`src/hw/rtl/mrr_pkg.sv`:
```
// Shared constants for the minstd range generator.
`timescale 1ns / 1ps
package mrr_pkg;

  localparam logic [30:0] MINSTD_MOD = 31'h7fffffff;
  localparam logic [15:0] MINSTD_MUL = 16'd48271;
  localparam logic [32:0] SMALL_SPAN = 33'd1000000;
  localparam logic [30:0] FALLBACK_RST = 31'd1;

  localparam logic [1:0] ACT_SET   = 2'd0;
  localparam logic [1:0] ACT_RAW   = 2'd1;
  localparam logic [1:0] ACT_RANGE = 2'd2;

  localparam int MUL_W = 16;
  localparam int DVD_W = 62;
  localparam logic [5:0] LEN_SMALL = 6'd31;
  localparam logic [5:0] LEN_BIG   = 6'd62;

  typedef struct packed {
    logic        start;
    logic [30:0] seed;
  } lcg_req_t;

  typedef struct packed {
    logic        done;
    logic [30:0] draw;
  } lcg_rsp_t;

  typedef struct packed {
    logic        start;
    logic [61:0] dividend;
    logic [5:0]  len;
    logic [32:0] divisor;
  } div_req_t;

  typedef struct packed {
    logic        done;
    logic [31:0] rem;
  } div_rsp_t;

endpackage

```
`src/hw/rtl/mrr_lcg.sv`:
```
// Bit-serial modular multiply: seed * 48271 mod (2^31-1), one multiplier bit per cycle.
`timescale 1ns / 1ps
module mrr_lcg (
  input  logic              clk,
  input  logic              rst_n,
  input  mrr_pkg::lcg_req_t req,
  output mrr_pkg::lcg_rsp_t rsp
);

  logic [30:0] acc_r, acc_nxt;
  logic [30:0] s_r, s_nxt;
  logic [3:0]  cnt_r, cnt_nxt;
  logic        busy_r, busy_nxt;
  logic        done_r, done_nxt;
  logic [31:0] dbl, dbl_red, sum, sum_red;

  always_comb begin
    dbl     = {acc_r, 1'b0};
    dbl_red = (dbl >= {1'b0, mrr_pkg::MINSTD_MOD}) ? dbl - {1'b0, mrr_pkg::MINSTD_MOD} : dbl;
    sum     = {1'b0, dbl_red[30:0]} + (mrr_pkg::MINSTD_MUL[cnt_r] ? {1'b0, s_r} : 32'd0);
    sum_red = (sum >= {1'b0, mrr_pkg::MINSTD_MOD}) ? sum - {1'b0, mrr_pkg::MINSTD_MOD} : sum;

    acc_nxt  = acc_r;
    s_nxt    = s_r;
    cnt_nxt  = cnt_r;
    busy_nxt = busy_r;
    done_nxt = 1'b0;
    if (req.start) begin
      acc_nxt  = '0;
      s_nxt    = (req.seed == mrr_pkg::MINSTD_MOD) ? 31'd0 : req.seed;
      cnt_nxt  = 4'(mrr_pkg::MUL_W - 1);
      busy_nxt = 1'b1;
    end else if (busy_r) begin
      acc_nxt = sum_red[30:0];
      cnt_nxt = cnt_r - 4'd1;
      if (cnt_r == 4'd0) begin
        busy_nxt = 1'b0;
        done_nxt = 1'b1;
      end
    end
  end

  always_ff @(posedge clk) begin
    acc_r <= acc_nxt;
    s_r   <= s_nxt;
    cnt_r <= cnt_nxt;
    if (!rst_n) begin
      busy_r <= 1'b0;
      done_r <= 1'b0;
    end else begin
      busy_r <= busy_nxt;
      done_r <= done_nxt;
    end
  end

  // zero residue maps to the modulus
  assign rsp.done = done_r;
  assign rsp.draw = (acc_r == 31'd0) ? mrr_pkg::MINSTD_MOD : acc_r;

endmodule

```
`src/hw/rtl/mrr_div.sv`:
```
// Bit-serial restoring remainder of a left-aligned dividend by a 33-bit divisor.
`timescale 1ns / 1ps
module mrr_div (
  input  logic              clk,
  input  logic              rst_n,
  input  mrr_pkg::div_req_t req,
  output mrr_pkg::div_rsp_t rsp
);

  logic [61:0] dvd_r, dvd_nxt;
  logic [32:0] rem_r, rem_nxt;
  logic [32:0] dsr_r, dsr_nxt;
  logic [5:0]  cnt_r, cnt_nxt;
  logic        busy_r, busy_nxt;
  logic        done_r, done_nxt;
  logic [33:0] t, t_red;

  always_comb begin
    t     = {rem_r, dvd_r[mrr_pkg::DVD_W-1]};
    t_red = (t >= {1'b0, dsr_r}) ? t - {1'b0, dsr_r} : t;

    dvd_nxt  = dvd_r;
    rem_nxt  = rem_r;
    dsr_nxt  = dsr_r;
    cnt_nxt  = cnt_r;
    busy_nxt = busy_r;
    done_nxt = 1'b0;
    if (req.start) begin
      dvd_nxt  = req.dividend;
      rem_nxt  = '0;
      dsr_nxt  = req.divisor;
      cnt_nxt  = req.len;
      busy_nxt = 1'b1;
    end else if (busy_r) begin
      rem_nxt = t_red[32:0];
      dvd_nxt = {dvd_r[mrr_pkg::DVD_W-2:0], 1'b0};
      cnt_nxt = cnt_r - 6'd1;
      if (cnt_r == 6'd1) begin
        busy_nxt = 1'b0;
        done_nxt = 1'b1;
      end
    end
  end

  always_ff @(posedge clk) begin
    dvd_r <= dvd_nxt;
    rem_r <= rem_nxt;
    dsr_r <= dsr_nxt;
    cnt_r <= cnt_nxt;
    if (!rst_n) begin
      busy_r <= 1'b0;
      done_r <= 1'b0;
    end else begin
      busy_r <= busy_nxt;
      done_r <= done_nxt;
    end
  end

  assign rsp.done = done_r;
  assign rsp.rem  = rem_r[31:0];

endmodule

```
`src/hw/rtl/minstd_random_range_core.sv`:
```
// Top level: minstd generator with range draws, item control and output register.
// Set seed and unused codes go straight to the output register. A raw draw runs the
//   16-step serial modular multiply; a range draw with span under 1e6 runs it once and
//   then the 31-step serial remainder, a larger one runs it twice and then the 62-step
//   serial remainder. Throughput: one item at a time; the next item is taken once the
//   previous result is in the output register.
// Synchronous active-low reset: seed 0, fallback seed 1.
`timescale 1ns / 1ps
module minstd_random_range_core (
  input  logic        clk,
  input  logic        rst_n,
  input  logic        cfg_we,
  input  logic [30:0] cfg_wdata,
  input  logic        in_tvalid,
  output logic        in_tready,
  input  logic [95:0] in_tdata,   // seed_in[31:0], range_from[63:32], range_to[95:64]
  input  logic [1:0]  in_tuser,   // action[1:0]
  output logic        out_tvalid,
  input  logic        out_tready,
  output logic [63:0] out_tdata   // value[31:0], seed_now[62:32], zero[63]
);

  typedef enum logic [6:0] {
    S_IDLE  = 7'b0000001,
    S_SPAN  = 7'b0000010,
    S_ABS   = 7'b0000100,
    S_DRAW1 = 7'b0001000,
    S_DRAW2 = 7'b0010000,
    S_DIV   = 7'b0100000,
    S_DONE  = 7'b1000000
  } state_t;

  state_t      state_r, state_nxt;
  logic [30:0] seed_r, seed_nxt;
  logic [30:0] fb_r;
  logic [1:0]  act_r, act_nxt;
  logic [31:0] from_r, from_nxt;
  logic [31:0] to_r, to_nxt;
  logic [32:0] diff_r, diff_nxt;
  logic [32:0] span_r, span_nxt;
  logic [30:0] r1_r, r1_nxt;
  logic [31:0] value_r, value_nxt;
  logic        lcg_start_r, lcg_start_nxt;
  logic        div_start_r, div_start_nxt;
  logic [61:0] div_dvd_r, div_dvd_nxt;
  logic [5:0]  div_len_r, div_len_nxt;
  logic        out_valid_r, out_valid_nxt;
  logic [63:0] out_data_r, out_data_nxt;

  mrr_pkg::lcg_req_t lcg_req;
  mrr_pkg::lcg_rsp_t lcg_rsp;
  mrr_pkg::div_req_t div_req;
  mrr_pkg::div_rsp_t div_rsp;

  logic in_acc;
  logic neg;

  assign lcg_req.start    = lcg_start_r;
  assign lcg_req.seed     = (seed_r == 31'd0) ? fb_r : seed_r;
  assign div_req.start    = div_start_r;
  assign div_req.dividend = div_dvd_r;
  assign div_req.len      = div_len_r;
  assign div_req.divisor  = span_r;

  mrr_lcg u_lcg (
    .clk  (clk),
    .rst_n(rst_n),
    .req  (lcg_req),
    .rsp  (lcg_rsp)
  );

  mrr_div u_div (
    .clk  (clk),
    .rst_n(rst_n),
    .req  (div_req),
    .rsp  (div_rsp)
  );

  assign in_tready = (state_r == S_IDLE);
  assign in_acc    = in_tvalid && in_tready;
  assign neg       = diff_r[32];

  always_comb begin
    state_nxt     = state_r;
    seed_nxt      = seed_r;
    act_nxt       = act_r;
    from_nxt      = from_r;
    to_nxt        = to_r;
    diff_nxt      = diff_r;
    span_nxt      = span_r;
    r1_nxt        = r1_r;
    value_nxt     = value_r;
    lcg_start_nxt = 1'b0;
    div_start_nxt = 1'b0;
    div_dvd_nxt   = div_dvd_r;
    div_len_nxt   = div_len_r;
    out_valid_nxt = out_valid_r && !out_tready;
    out_data_nxt  = out_data_r;

    case (state_r)
      S_IDLE: begin
        if (in_acc) begin
          act_nxt   = in_tuser;
          from_nxt  = in_tdata[63:32];
          to_nxt    = in_tdata[95:64];
          value_nxt = '0;
          case (in_tuser)
            mrr_pkg::ACT_SET: begin
              seed_nxt  = in_tdata[30:0];
              state_nxt = S_DONE;
            end
            mrr_pkg::ACT_RAW: begin
              lcg_start_nxt = 1'b1;
              state_nxt     = S_DRAW1;
            end
            mrr_pkg::ACT_RANGE: begin
              state_nxt = S_SPAN;
            end
            default: begin
              state_nxt = S_DONE;
            end
          endcase
        end
      end
      S_SPAN: begin
        diff_nxt  = {to_r[31], to_r} - {from_r[31], from_r};
        state_nxt = S_ABS;
      end
      S_ABS: begin
        // |d| + 1 = ~d + 2 for negative d
        span_nxt      = (neg ? ~diff_r : diff_r) + (neg ? 33'd2 : 33'd1);
        lcg_start_nxt = 1'b1;
        state_nxt     = S_DRAW1;
      end
      S_DRAW1: begin
        if (lcg_rsp.done) begin
          seed_nxt = lcg_rsp.draw;
          if (act_r == mrr_pkg::ACT_RAW) begin
            value_nxt = {1'b0, lcg_rsp.draw};
            state_nxt = S_DONE;
          end else if (span_r < mrr_pkg::SMALL_SPAN) begin
            div_dvd_nxt   = {lcg_rsp.draw, 31'd0};
            div_len_nxt   = mrr_pkg::LEN_SMALL;
            div_start_nxt = 1'b1;
            state_nxt     = S_DIV;
          end else begin
            r1_nxt        = lcg_rsp.draw;
            lcg_start_nxt = 1'b1;
            state_nxt     = S_DRAW2;
          end
        end
      end
      S_DRAW2: begin
        if (lcg_rsp.done) begin
          seed_nxt      = lcg_rsp.draw;
          div_dvd_nxt   = {r1_r, lcg_rsp.draw};
          div_len_nxt   = mrr_pkg::LEN_BIG;
          div_start_nxt = 1'b1;
          state_nxt     = S_DIV;
        end
      end
      S_DIV: begin
        if (div_rsp.done) begin
          value_nxt = from_r + div_rsp.rem;
          state_nxt = S_DONE;
        end
      end
      S_DONE: begin
        if (!out_valid_r || out_tready) begin
          out_valid_nxt = 1'b1;
          out_data_nxt  = {1'b0, seed_r, value_r};
          state_nxt     = S_IDLE;
        end
      end
      default: begin
        state_nxt = S_IDLE;
      end
    endcase
  end

  always_ff @(posedge clk) begin
    act_r      <= act_nxt;
    from_r     <= from_nxt;
    to_r       <= to_nxt;
    diff_r     <= diff_nxt;
    span_r     <= span_nxt;
    r1_r       <= r1_nxt;
    value_r    <= value_nxt;
    div_dvd_r  <= div_dvd_nxt;
    div_len_r  <= div_len_nxt;
    out_data_r <= out_data_nxt;
    if (!rst_n) begin
      state_r     <= S_IDLE;
      seed_r      <= '0;
      fb_r        <= mrr_pkg::FALLBACK_RST;
      lcg_start_r <= 1'b0;
      div_start_r <= 1'b0;
      out_valid_r <= 1'b0;
    end else begin
      state_r     <= state_nxt;
      seed_r      <= seed_nxt;
      fb_r        <= cfg_we ? cfg_wdata : fb_r;
      lcg_start_r <= lcg_start_nxt;
      div_start_r <= div_start_nxt;
      out_valid_r <= out_valid_nxt;
    end
  end

  assign out_tvalid = out_valid_r;
  assign out_tdata  = out_data_r;

endmodule

```
`config.mk`:
```
export PLATFORM = sky130hd
export DESIGN_NAME = minstd_random_range_core
export DESIGN_NICKNAME = d
export VERILOG_FILES = /design/src/hw/rtl/mrr_pkg.sv /design/src/hw/rtl/mrr_lcg.sv /design/src/hw/rtl/mrr_div.sv /design/src/hw/rtl/minstd_random_range_core.sv
export SDC_FILE = /design/constraint.sdc
export NUM_CORES = 1
export LEC_CHECK = 0
export BUFFER_PORTS_ARGS = -buffer_cell sky130_fd_sc_hd__buf_2
export CELL_PAD_IN_SITES_DETAIL_PLACEMENT = 1
export CELL_PAD_IN_SITES_GLOBAL_PLACEMENT = 1
export CORE_AREA = 2 2 259 261
export DETAILED_ROUTE_END_ITERATION = 8
export DIE_AREA = 0 0 261 263
export PLACE_DENSITY = 0.77
export SETUP_SLACK_MARGIN = 0.02
export SYNTH_ARGS = -nofsm -noshare
export SYNTH_HDL_FRONTEND = slang
export SYNTH_SLANG_ARGS = --single-unit
```
`constraint.sdc`:
```
create_clock -name clk -period 6 [get_ports clk]
set_input_delay 0.6 -clock clk [delete_from_list [all_inputs] [get_ports clk]]
set_output_delay 0.6 -clock clk [all_outputs]
set_load 0.005 [all_outputs]
```
==> results by stage, run 1 <==
Global route:
- The global-route congestion overflow total is 0.
- The initial antenna violation count is 1.
- Entering global routing, the biggest net connects 98 pins.
- The met1 track demand over resource is 0.3132.
- The via count of the first global-routing pass is 24821.
- The met2 track demand over resource in global routing is 0.4832.
- Across every metal layer, demand over resource in global routing totals 0.2684.
- The met3 capacity usage during global routing is 0.03168.
- In this run the most used layer during global routing was met2.
- The first global-routing pass estimated 142.3 mm of wire.

CTS:
- The clock tree from TritonCTS is built.
- The tree is rooted in a sky130_fd_sc_hd__clkbuf_16.
- The tree built by TritonCTS fans out to 599 sinks.
- The number of buffers created by CTS is 67.
- After clock tree synthesis, the clock-pin slew on the worst setup and hold paths is 0.06 ns.
- The maximum number of buffers from clock root to sink is 3.
- After clock tree synthesis, the flow added hold-fix buffers numbering 0.
- The clock insertion delay at the later pin of the skew report is 0.63 ns.
- Once the clock tree was built, the resizer swapped 0 gates to a different size.
- The number of H-tree branching levels is 3.
- Buffers added to address setup during post-CTS repair amount to 0.

STA:
- Setup violations remaining at the end of the flow were counted as 0.
- The total negative slack for setup checks is 0 ns.
- The post-route worst hold slack is 0.1386 ns.
- Derived from the worst setup path, the maximum achievable clock frequency is 0.1807 GHz.
- Measured against its own limit, the worst slew margin works out to 0.2057.
- At the pin with the least slew margin, the transition time is 1.187 ns.
- After layout, the minimum clock period comes to 5.534 ns.
- The fraction of the cycle the final worst path needs is 0.9223.
- The clock tree skew after final layout is 0.03318 ns.
- Setup repair after global routing left no endpoint under its margin.
- The final count of hold timing violations came to 0.
- The final-report max-slew violation count is 0.

Drt:
- After detailed routing, the number of remaining DRC violations is 0.
- The first detailed-routing pass ran for 5 iterations.
- After detailed routing, the number of vias per cell comes to 5.890.
- The sum of routed wire length over all layers is 92.47 mm.
- The detail route stage leaves a number of antenna-violating nets equal to 0.
- In the final routed layout, each cell accounts on average for 23.23 µm.
- The count of routing violations after the opening detailed-route iteration is 1393.
- The total vias in the final route is 23443.

Critical path:
- The kind of critical path is reg -> reg.
- The maximum fanout encountered on the critical timing path is 16.
- The critical path goes through and2_1 -> ha_1 -> fa_1 -> a211oi_1 -> o21ai_1 -> a2111oi_2 -> a221o_1 -> o31ai_2 -> or4b_1 -> nand4b_1 -> nor4_2 -> a32oi_1 -> buf_4 -> nand2b_1 -> a2111oi_1.
- The cell type group with the largest total delay on the critical path is compound AO/OA/AOI/OAI gates.
- The buffer and inverter count on the worst path is 1.
- The slowest stage of the critical path is the sky130_fd_sc_hd__or4b_1 cell.
- STA puts the critical path data arrival time at 5.99 ns.
- The worst setup path is launched from a register.
- In this design, the stage delay of the slowest critical-path cell is 0.68 ns.
- The worst setup path is captured at a register.
- The required time of the critical path is 6.45 ns.

Synthesis:
- The number of flops mapped to enable cells by yosys is 454.
- The number of standard cells after synthesis is 2877.
- The synthesized design spends more area on one cell type than any other, namely sky130_fd_sc_hd__edfxtp_1.
- Ranked by total cell area, the synthesized netlist is headed by sky130_fd_sc_hd__edfxtp_1 (44%), sky130_fd_sc_hd__dfxtp_1 (9.4%), sky130_fd_sc_hd__ha_1 (5.6%).
- The share of synthesized area in the top cell type comes to 0.4429.
- The average cell area after synthesis is 10.70 µm².
- The count of unique library cells instantiated by Yosys is 88.
- By instance count, the leading cell after synthesis is sky130_fd_sc_hd__edfxtp_1.
- After synthesis the netlist holds a flip-flop and latch count of 599.
- The total number of yosys warnings is 0.
- Of all flip-flops after synthesis, the portion carrying an async set or reset was 0.
- The commonest cells after synthesis are sky130_fd_sc_hd__edfxtp_1 (454), sky130_fd_sc_hd__nor2_1 (384), sky130_fd_sc_hd__a21oi_1 (222), sky130_fd_sc_hd__inv_1 (162), sky130_fd_sc_hd__nand2_1 (150).
- Synthesis produced a netlist with a net count of 3152.
- The share of the Yosys chip area taken by registers is 0.5372.
- The cell area that synthesis handed to floorplanning was 30780 µm².
- Among all flip-flop cells after synthesis, the most frequent one is sky130_fd_sc_hd__edfxtp_1.

Placed design:
- The congestion estimate from routability-driven global placement came to 0.9202.
- The number of buffers added on ports is 197.
- The detailed-placement wirelength estimate is 68.47 mm.

Floorplan:
- The initial utilization of the core area, before any placement, comes to 0.4690.
- The overall die area is 68640 µm².
- The horizontal die dimension is 261 µm.
- The floorplan step set the die height to 263 µm.
- Pin placement for this block handled 200 I/O pins.
- The core region area is 65630 µm².
- The initialized floorplan defines 94 standard-cell rows.

Final layout:
- From synthesis to final layout, the design area changed by 13.65%.
- In the final design database the tool counted 3337 nets.
- The fill cell instance count of the final layout is 7088.
- Of the cells placed in the final design, the portion with a size suffix greater than 1 is 0.1429.

Outcome:
- The flow ran to the end, and the final reports show no timing, DRC or antenna violations.

Power:
- Of the total power, the clock network draws 0.300.
- The internal power of the cells totals 0.008972 W.
- The register share of total power is 0.377.
- Summed over all cells, the static leakage comes to 13.66 nW.
- Across the VDD grid, the largest voltage drop is 0.0002379 V.
- Dividing total power by cell area gives a power density of 401.4 nW/µm².
- Of the total power, the share spent switching nets is 0.3611.
- The share of total power dissipated in combinational logic is 0.323.
- The switching power total is 0.005071 W.

Hold path:
- The min-delay analysis places its worst path in the category in -> reg.

Flow run:
- Max-cap violations in this run came to 0.
[stage by stage]
stage,setup WS [ns],cells,util,power [W],area (µm²)
after global placement,0.6802,3857,0.4989,0.009631,32740
after CTS,0.4520,3979,0.5330,0.01407,34980
after floorplan,0.9955,2877,-,0.008259,30780
after detailed placement,0.5189,3857,0.4989,0.009820,32740
final,0.4660,3980,0.5330,0.01404,34980
after global routing,0.08998,3979,0.5330,0.01473,34980
[worst register-to-register path, cell delays in order (launching register included)]
cell and delay (ns):
sky130_fd_sc_hd__dfxtp_1 0.47, sky130_fd_sc_hd__and2_1 0.23, sky130_fd_sc_hd__ha_1 0.23, sky130_fd_sc_hd__fa_1 0.45, sky130_fd_sc_hd__a211oi_1 0.47, sky130_fd_sc_hd__o21ai_1 0.24, sky130_fd_sc_hd__a2111oi_2 0.35, sky130_fd_sc_hd__a221o_1 0.22
sky130_fd_sc_hd__o31ai_2 0.11, sky130_fd_sc_hd__or4b_1 0.68, sky130_fd_sc_hd__nand4b_1 0.35, sky130_fd_sc_hd__nor4_2 0.36, sky130_fd_sc_hd__a32oi_1 0.39, sky130_fd_sc_hd__buf_4 0.27, sky130_fd_sc_hd__nand2b_1 0.15, sky130_fd_sc_hd__a2111oi_1 0.44
[power groups by stage]
| stage | registers (W) | logic (W) | clock network [W] |
|---|---|---|---|
| after floorplan | 0.00519 | 0.00307 | 0 |
| after global placement | 0.00536 | 0.00427 | 0 |
| after detailed placement | 0.00537 | 0.00445 | 0 |
| after CTS | 0.00529 | 0.00450 | 0.00429 |
| after global routing | 0.00533 | 0.00497 | 0.00444 |
| final | 0.00530 | 0.00453 | 0.00421 |
[registers in the layout (all words and copies together), names as in the netlist, 32 cells and up, named ones only]
signal and cells:
u_div.dsr_r 33, div_dvd_r 62, from_r 32, out_tdata 63
value_r 32, span_r 33, diff_r 33, to_r 32
u_div.dvd_r 62, u_div.rem_r 33
[final timing paths]
check	startpoint	to	slack, ns	cells after the start
hold / removal	in_tdata[78]	to_r[14]$_DFFE_PP_	0.14	1
setup / recovery	register	u_lcg.acc_r[23]$_SDFFE_PP0P_	0.47	15
hold reg to reg	value_r[22]$_DFFE_PP_	out_tdata[22]$_DFFE_PP_	0.42	0
setup reg to reg	register	u_lcg.acc_r[23]$_SDFFE_PP0P_	0.47	15
[cell type report]
cell class | count | area (µm²) | share of cell area
tap | 864 | 1081 | 0.03090
clock inverter | 39 | 450.4 | 0.01288
antenna | 1 | 2.502 | 0.00007154
multi-input combinational | 1993 | 13200 | 0.3773
clock buffer | 83 | 1788 | 0.05111
sequential | 599 | 16540 | 0.4729
timing repair buffer | 238 | 1306 | 0.03734
inverter | 163 | 611.8 | 0.01749
[placed cells by master, fill, tap and decap left out, types with 48 or more instances in the layout]
cell / count
sky130_fd_sc_hd__edfxtp_1: 454
sky130_fd_sc_hd__nor2_1: 382
sky130_fd_sc_hd__a21oi_1: 222
sky130_fd_sc_hd__buf_2: 197
sky130_fd_sc_hd__inv_1: 161
sky130_fd_sc_hd__nand2_1: 149
sky130_fd_sc_hd__dfxtp_1: 142
sky130_fd_sc_hd__ha_1: 137
sky130_fd_sc_hd__xnor2_1: 101
sky130_fd_sc_hd__o21ai_0: 75
sky130_fd_sc_hd__clkbuf_16: 68
sky130_fd_sc_hd__a21o_1: 67
sky130_fd_sc_hd__mux2_2: 61
sky130_fd_sc_hd__a211oi_1: 52
sky130_fd_sc_hd__nor4_1: 49
sky130_fd_sc_hd__nand3_1: 48
[layer usage]
metal | vias to the layer above | wire length [µm]
met3 | 184 | 3337
met2 | 524 | 47550
met1 | 11717 | 36740
met4 | 0 | 4847
li1 | 11018 | -
met5 | - | 0
[cells by family (layout without fill, tap and decap cells)]
family | count (synthesis) | in the layout | share of synthesized area
and+or+nand+nor | 914 | 914 | 0.1430
AOI/OAI and AO/OA | 689 | 689 | 0.1485
DFF | 599 | 599 | 0.5372
buffers and inverters | 285 | 523 | 0.03561
xor gates and xnor gates | 144 | 144 | 0.04097
adders and majority gates | 141 | 141 | 0.05829
muxes | 104 | 104 | 0.03630
other | 1 | 2 | 0.0001218
Power figures use the tool's default switching activity.
==> inputs of run 2 (changes only) <==
--- a/config.mk
+++ b/config.mk
@@ -5,13 +5,14 @@
 export SDC_FILE = /design/constraint.sdc
 export NUM_CORES = 1
 export LEC_CHECK = 0
+export ABC_AREA = 1
 export BUFFER_PORTS_ARGS = -buffer_cell sky130_fd_sc_hd__buf_2
 export CELL_PAD_IN_SITES_DETAIL_PLACEMENT = 1
 export CELL_PAD_IN_SITES_GLOBAL_PLACEMENT = 1
-export CORE_AREA = 2 2 259 261
+export CORE_AREA = 2 2 267 269
 export DETAILED_ROUTE_END_ITERATION = 8
-export DIE_AREA = 0 0 261 263
-export PLACE_DENSITY = 0.77
+export DIE_AREA = 0 0 269 271
+export PLACE_DENSITY = 0.8
 export SETUP_SLACK_MARGIN = 0.02
 export SYNTH_ARGS = -nofsm -noshare
 export SYNTH_HDL_FRONTEND = slang
==> results by stage, run 2 <==
Synthesis:
- The proportion of synthesized chip area in sequential cells came to 0.5072 (-0.03004).
- The fraction of post-synthesis cell area in the top cell type by area is 0.4181 (-0.02476).
- The count of state elements after synthesis is 599 (unchanged).
- The number of flops mapped to enable cells by yosys is 454 (unchanged).
- sky130_fd_sc_hd__nand2_1 is the most common cell in the netlist.
- Summed over all instances, the cell type with the most area after synthesis is sky130_fd_sc_hd__edfxtp_1.
- The average cell area after synthesis came to 8.455 µm² (-21%).
- The total nets after synthesis is 4131 (+31%).
- The number of standard cells after synthesis is 3856 (+34%).
- The share of synthesized cell area in and, or, nand and nor gates is 0.2157 (+0.07267).
- Ranked by total cell area, the synthesized netlist is headed by sky130_fd_sc_hd__edfxtp_1 (42%), sky130_fd_sc_hd__nand2_1 (11%), sky130_fd_sc_hd__dfxtp_1 (8.9%).
- The most used flip-flop cell after synthesis is sky130_fd_sc_hd__edfxtp_1.
- The parity-gate share of the synthesized area counting xor and xnor cells is 0.03884 (-0.002138).
- The total number of yosys warnings was 0 (unchanged).
- The post-synthesis async set-or-reset flop share is 0 (unchanged).
- By count the netlist is led by sky130_fd_sc_hd__nand2_1 (987), sky130_fd_sc_hd__inv_1 (540), sky130_fd_sc_hd__edfxtp_1 (454), sky130_fd_sc_hd__nor2_1 (365), sky130_fd_sc_hd__a21oi_1 (264).
- The synthesized-area fraction occupied by ao, oa, aoi and oai cells came to 0.1033 (-0.04522).
- The total standard cell area after synthesis was 32600 µm² (+5.9%).
- The adder and majority cell fraction of the synthesized area is 0.05503 (-0.003259).
- The fraction of synthesized area in multiplexers was 0 (-0.03630).
- The main combinational cell family by area after synthesis is simple AND/OR/NAND/NOR gates.
- The count of unique library cells instantiated by Yosys came to 66 (-25%).

Global route:
- The initial antenna violation count was 6 (+5).
- The total global-route track usage is 0.2958 (+0.02733).
- The global-route congestion overflow total is 0 (unchanged).
- The pin count of the biggest net entering global routing was 66 (-33%).
- The global-route wire length before repair is 163.4 mm (+15%).
- The via count of the first global-routing pass is 29317 (+18%).

Final layout:
- The most common cell after layout, fill and taps aside is sky130_fd_sc_hd__nand2_1.
- The total area of sequential cells is 16540 µm² (about the same).
- The flip-flop count of the largest register after layout is 63 (unchanged).
- The area growth from synthesis to layout is 13.40%.
- The share of layout cells above drive strength 1 came to 0.1074 (-0.03547).
- The fill cell instance count of the final layout came to 8376 (+18%).
- The share of the core filled with cells is 0.5298 (-0.003214).
- The library cells used most frequently in the layout, excluding fill and tap cells, are sky130_fd_sc_hd__nand2_1 (987), sky130_fd_sc_hd__inv_1 (536), sky130_fd_sc_hd__edfxtp_1 (454).
- The net count of the finished layout came to 4334 (+30%).
- The number of standard cells in the layout, taps in and fillers out is 5057 (+27%).
- The multi-input logic area is 13530 µm² (+2.5%).

STA:
- The fraction of the cycle the final worst path needs is 0.7230 (-0.1993).
- The transition time of the tightest slew-check pin is 1.297 ns (+0.1098 ns).
- The final-report max-slew violation count is 0 (unchanged).
- The post-route worst hold slack is 0.1504 ns (+0.01177 ns).
- The total negative slack for setup checks is 0 ns (unchanged).
- The final critical-path required period is 4.338 ns (-1.196 ns).
- Setup repair after global routing left no endpoint under its margin.
- The final count of hold timing violations is 0 (unchanged).
- The final number of setup-violating endpoints is 0 (unchanged).
- The highest clock rate is 0.2305 GHz (+28%).
- The headroom to the max-slew limit is 0.1322 (-0.07347).
- The clock tree skew after final layout is 0.03697 ns (+0.003789 ns).

Drt:
- The sum of routed wire length over all layers was 107.9 mm (+17%).
- The via count normalized by instance count was 5.455 (-7.4%).
- The total vias in the final route is 27584 (+18%).
- The count of routing violations after the opening detailed-route iteration is 1881 (+35%).
- The DRC violation count after routing is 0 (unchanged).
- The routed wirelength normalized by instance count is 21.34 µm (-8.2%).
- The number of routed nets with antenna violations is 0 (unchanged).
- The detailed-routing iteration count for the pre-antenna-repair pass came to 5 (unchanged).

Floorplan:
- The effective utilization at floorplan is 0.4672 (-0.001821).
- The overall die area was 72900 µm² (+6.2%).
- The y dimension of the die is 271 µm (+3.0%).
- The core region area was 69790 µm² (+6.3%).
- The number of cell rows is 97 (+3.2%).
- The I/O pin total was 200 (unchanged).
- The horizontal die dimension is 269 µm (+3.1%).

Critical path:
- The data arrival time at the worst-slack endpoint is 4.85 ns (-1.14 ns).
- The longest individual stage delay on the worst path came to 0.59 ns (-0.09 ns).
- The endpoint class of the critical path is a register.
- The kind of critical path is reg -> reg.
- The largest individual stage delay along the critical path comes from the cell sky130_fd_sc_hd__dfxtp_1.
- The maximum fanout encountered on the critical timing path was 33 (+17).
- STA classifies the critical path startpoint as a register.
- Walking the worst path, the cells encountered are buf_4 -> nand2_1 -> inv_1 -> ha_1 -> nand2_1 -> nand2_1 -> a21oi_1 -> nor2_1 -> nor2_1 -> nand3_1 -> nand2_1 -> nand2_1 -> nor2_2 -> nand2_1 -> nor2_2 -> nand3_4 -> nand2_4 -> inv_2 -> nand2_1 -> nand3_1 -> nand2_1 -> inv_1.
- Counting stages on the worst path, the most repeated cell is sky130_fd_sc_hd__nand2_1.
- The required time of the critical path is 6.51 ns (+0.06 ns).

Power:
- The static leakage is 16.44 nW (+20%).
- The maximum vdd drop was 0.0002436 V (+2.4%).
- The total power of the final layout is 0.01458 W (+3.8%).
- The power per cell area is 394.3 nW/µm² (-1.8%).

CTS:
- The number of buffers inserted by post-CTS setup repair is 0 (unchanged).
- The clock insertion delay at the later pin of the skew report is 0.63 ns (about the same).
- The clock-pin slew on the worst setup and hold paths came to 0.06 ns (about the same).
- The CTS sink count is 599 (unchanged).
- TritonCTS built the clock tree.
- The maximum number of buffers from clock root to sink is 3 (unchanged).
- The number of H-tree branching levels came to 3 (unchanged).
- CTS placed an instance of sky130_fd_sc_hd__clkbuf_16 at the clock tree root.
- The number of gates resized after CTS came to 0 (unchanged).
- The number of buffers created by CTS was 70 (+4.5%).
- The total of hold buffers inserted after clock tree synthesis was 0 (unchanged).

Outcome:
- The flow ran to the end, and the final reports show no timing, DRC or antenna violations.

Hold path:
- The worst min-delay path class is in -> reg.

Placed design:
- The number of placed cells counting well taps was 4927 (+28%).
- The detailed-placement wirelength estimate is 80.98 mm (+18%).
- The weighted congestion reported at the end of routability-driven placement is 0.9624 (+4.6%).
- The number of buffers added on ports is 197 (unchanged).

Flow run:
- The reported max-cap violation count was 0 (unchanged).
==> run 2: cell types whose count changed after synthesis, sizes merged, moves of 34 or more <==
cell    before   now
a21oi      223   269
xnor2      101    65
and2        47     4
o21ai       78   260
xor2        43    77
a211oi      53     2
mux2        61     0
nand3       49   139
a311oi      41     0
nand2      150  1006
inv        163   560
a21o        67     9
mux2i       43     0
==> run 2: logic make-up (layout without fill, tap and decap cells) <==
group,Yosys count,count (layout)
simple gates,1682,1682
buf+inv,668,928
compound gates,623,623
flops,599,599
xor+xnor,142,142
fa+ha+maj,141,141
other cells,1,2
==> run 2: final timing paths <==
kind,startpoint,to,slack [ns],cells past startpoint
max,register,u_lcg.acc_r[14]$_SDFFE_PP0P_,1.66,22
min,in_tdata[65],to_r[1]$_DFFE_PP_,0.15,1
max reg2reg,register,u_lcg.acc_r[14]$_SDFFE_PP0P_,1.66,22
min reg2reg,span_r[4]$_DFFE_PP_,u_div.dsr_r[4]$_DFFE_PP_,0.42,0
==> run 2: critical path, delay by kind of cell (launching register included) <==
family / cells / cell delay, ns
compound gates: 1 / 0.27
fa+ha+maj: 1 / 0.32
buf+inv: 4 / 0.72
flops: 1 / 0.59
simple gates: 16 / 2.27
==> run 2: layout make-up <==
| type | instances | area share |
|---|---|---|
| well taps | 940 | 0.03181 |
| clock inverters | 35 | 0.01117 |
| inverters | 563 | 0.05716 |
| multi-input cells | 2589 | 0.3658 |
| clock buffers | 94 | 0.05201 |
| diodes | 1 | 0.00006768 |
| repair buffers | 236 | 0.03459 |
| flip-flops and latches | 599 | 0.4474 |
==> run 2: power breakdown <==
group	switching (W)	internal [W]	leakage, nW
Sequential	0.000433	0.00495	5.34
Clock	0.00181	0.00254	1.12
Combinational	0.00349	0.00135	9.98
Total	0.00573	0.00885	16.4
==> run 2: per-layer routing <==
layer | routed length, µm | vias up | track usage
met1 | 41810 | 13442 | 0.3349
met4 | 6891 | 2 | 0.1699
li1 | - | 13117 | -
met2 | 54530 | 752 | 0.5329
met5 | 13 | - | 0
met3 | 4656 | 271 | 0.03541
==> run 2: per-stage QoR <==
step                setup slack, ns  cell area [µm²]
finish                        1.662            36970
global route                  1.225            36970
CTS                           1.672            36970
detailed placement            1.759            34630
global placement              1.831            34630
floorplan                     1.398            32600
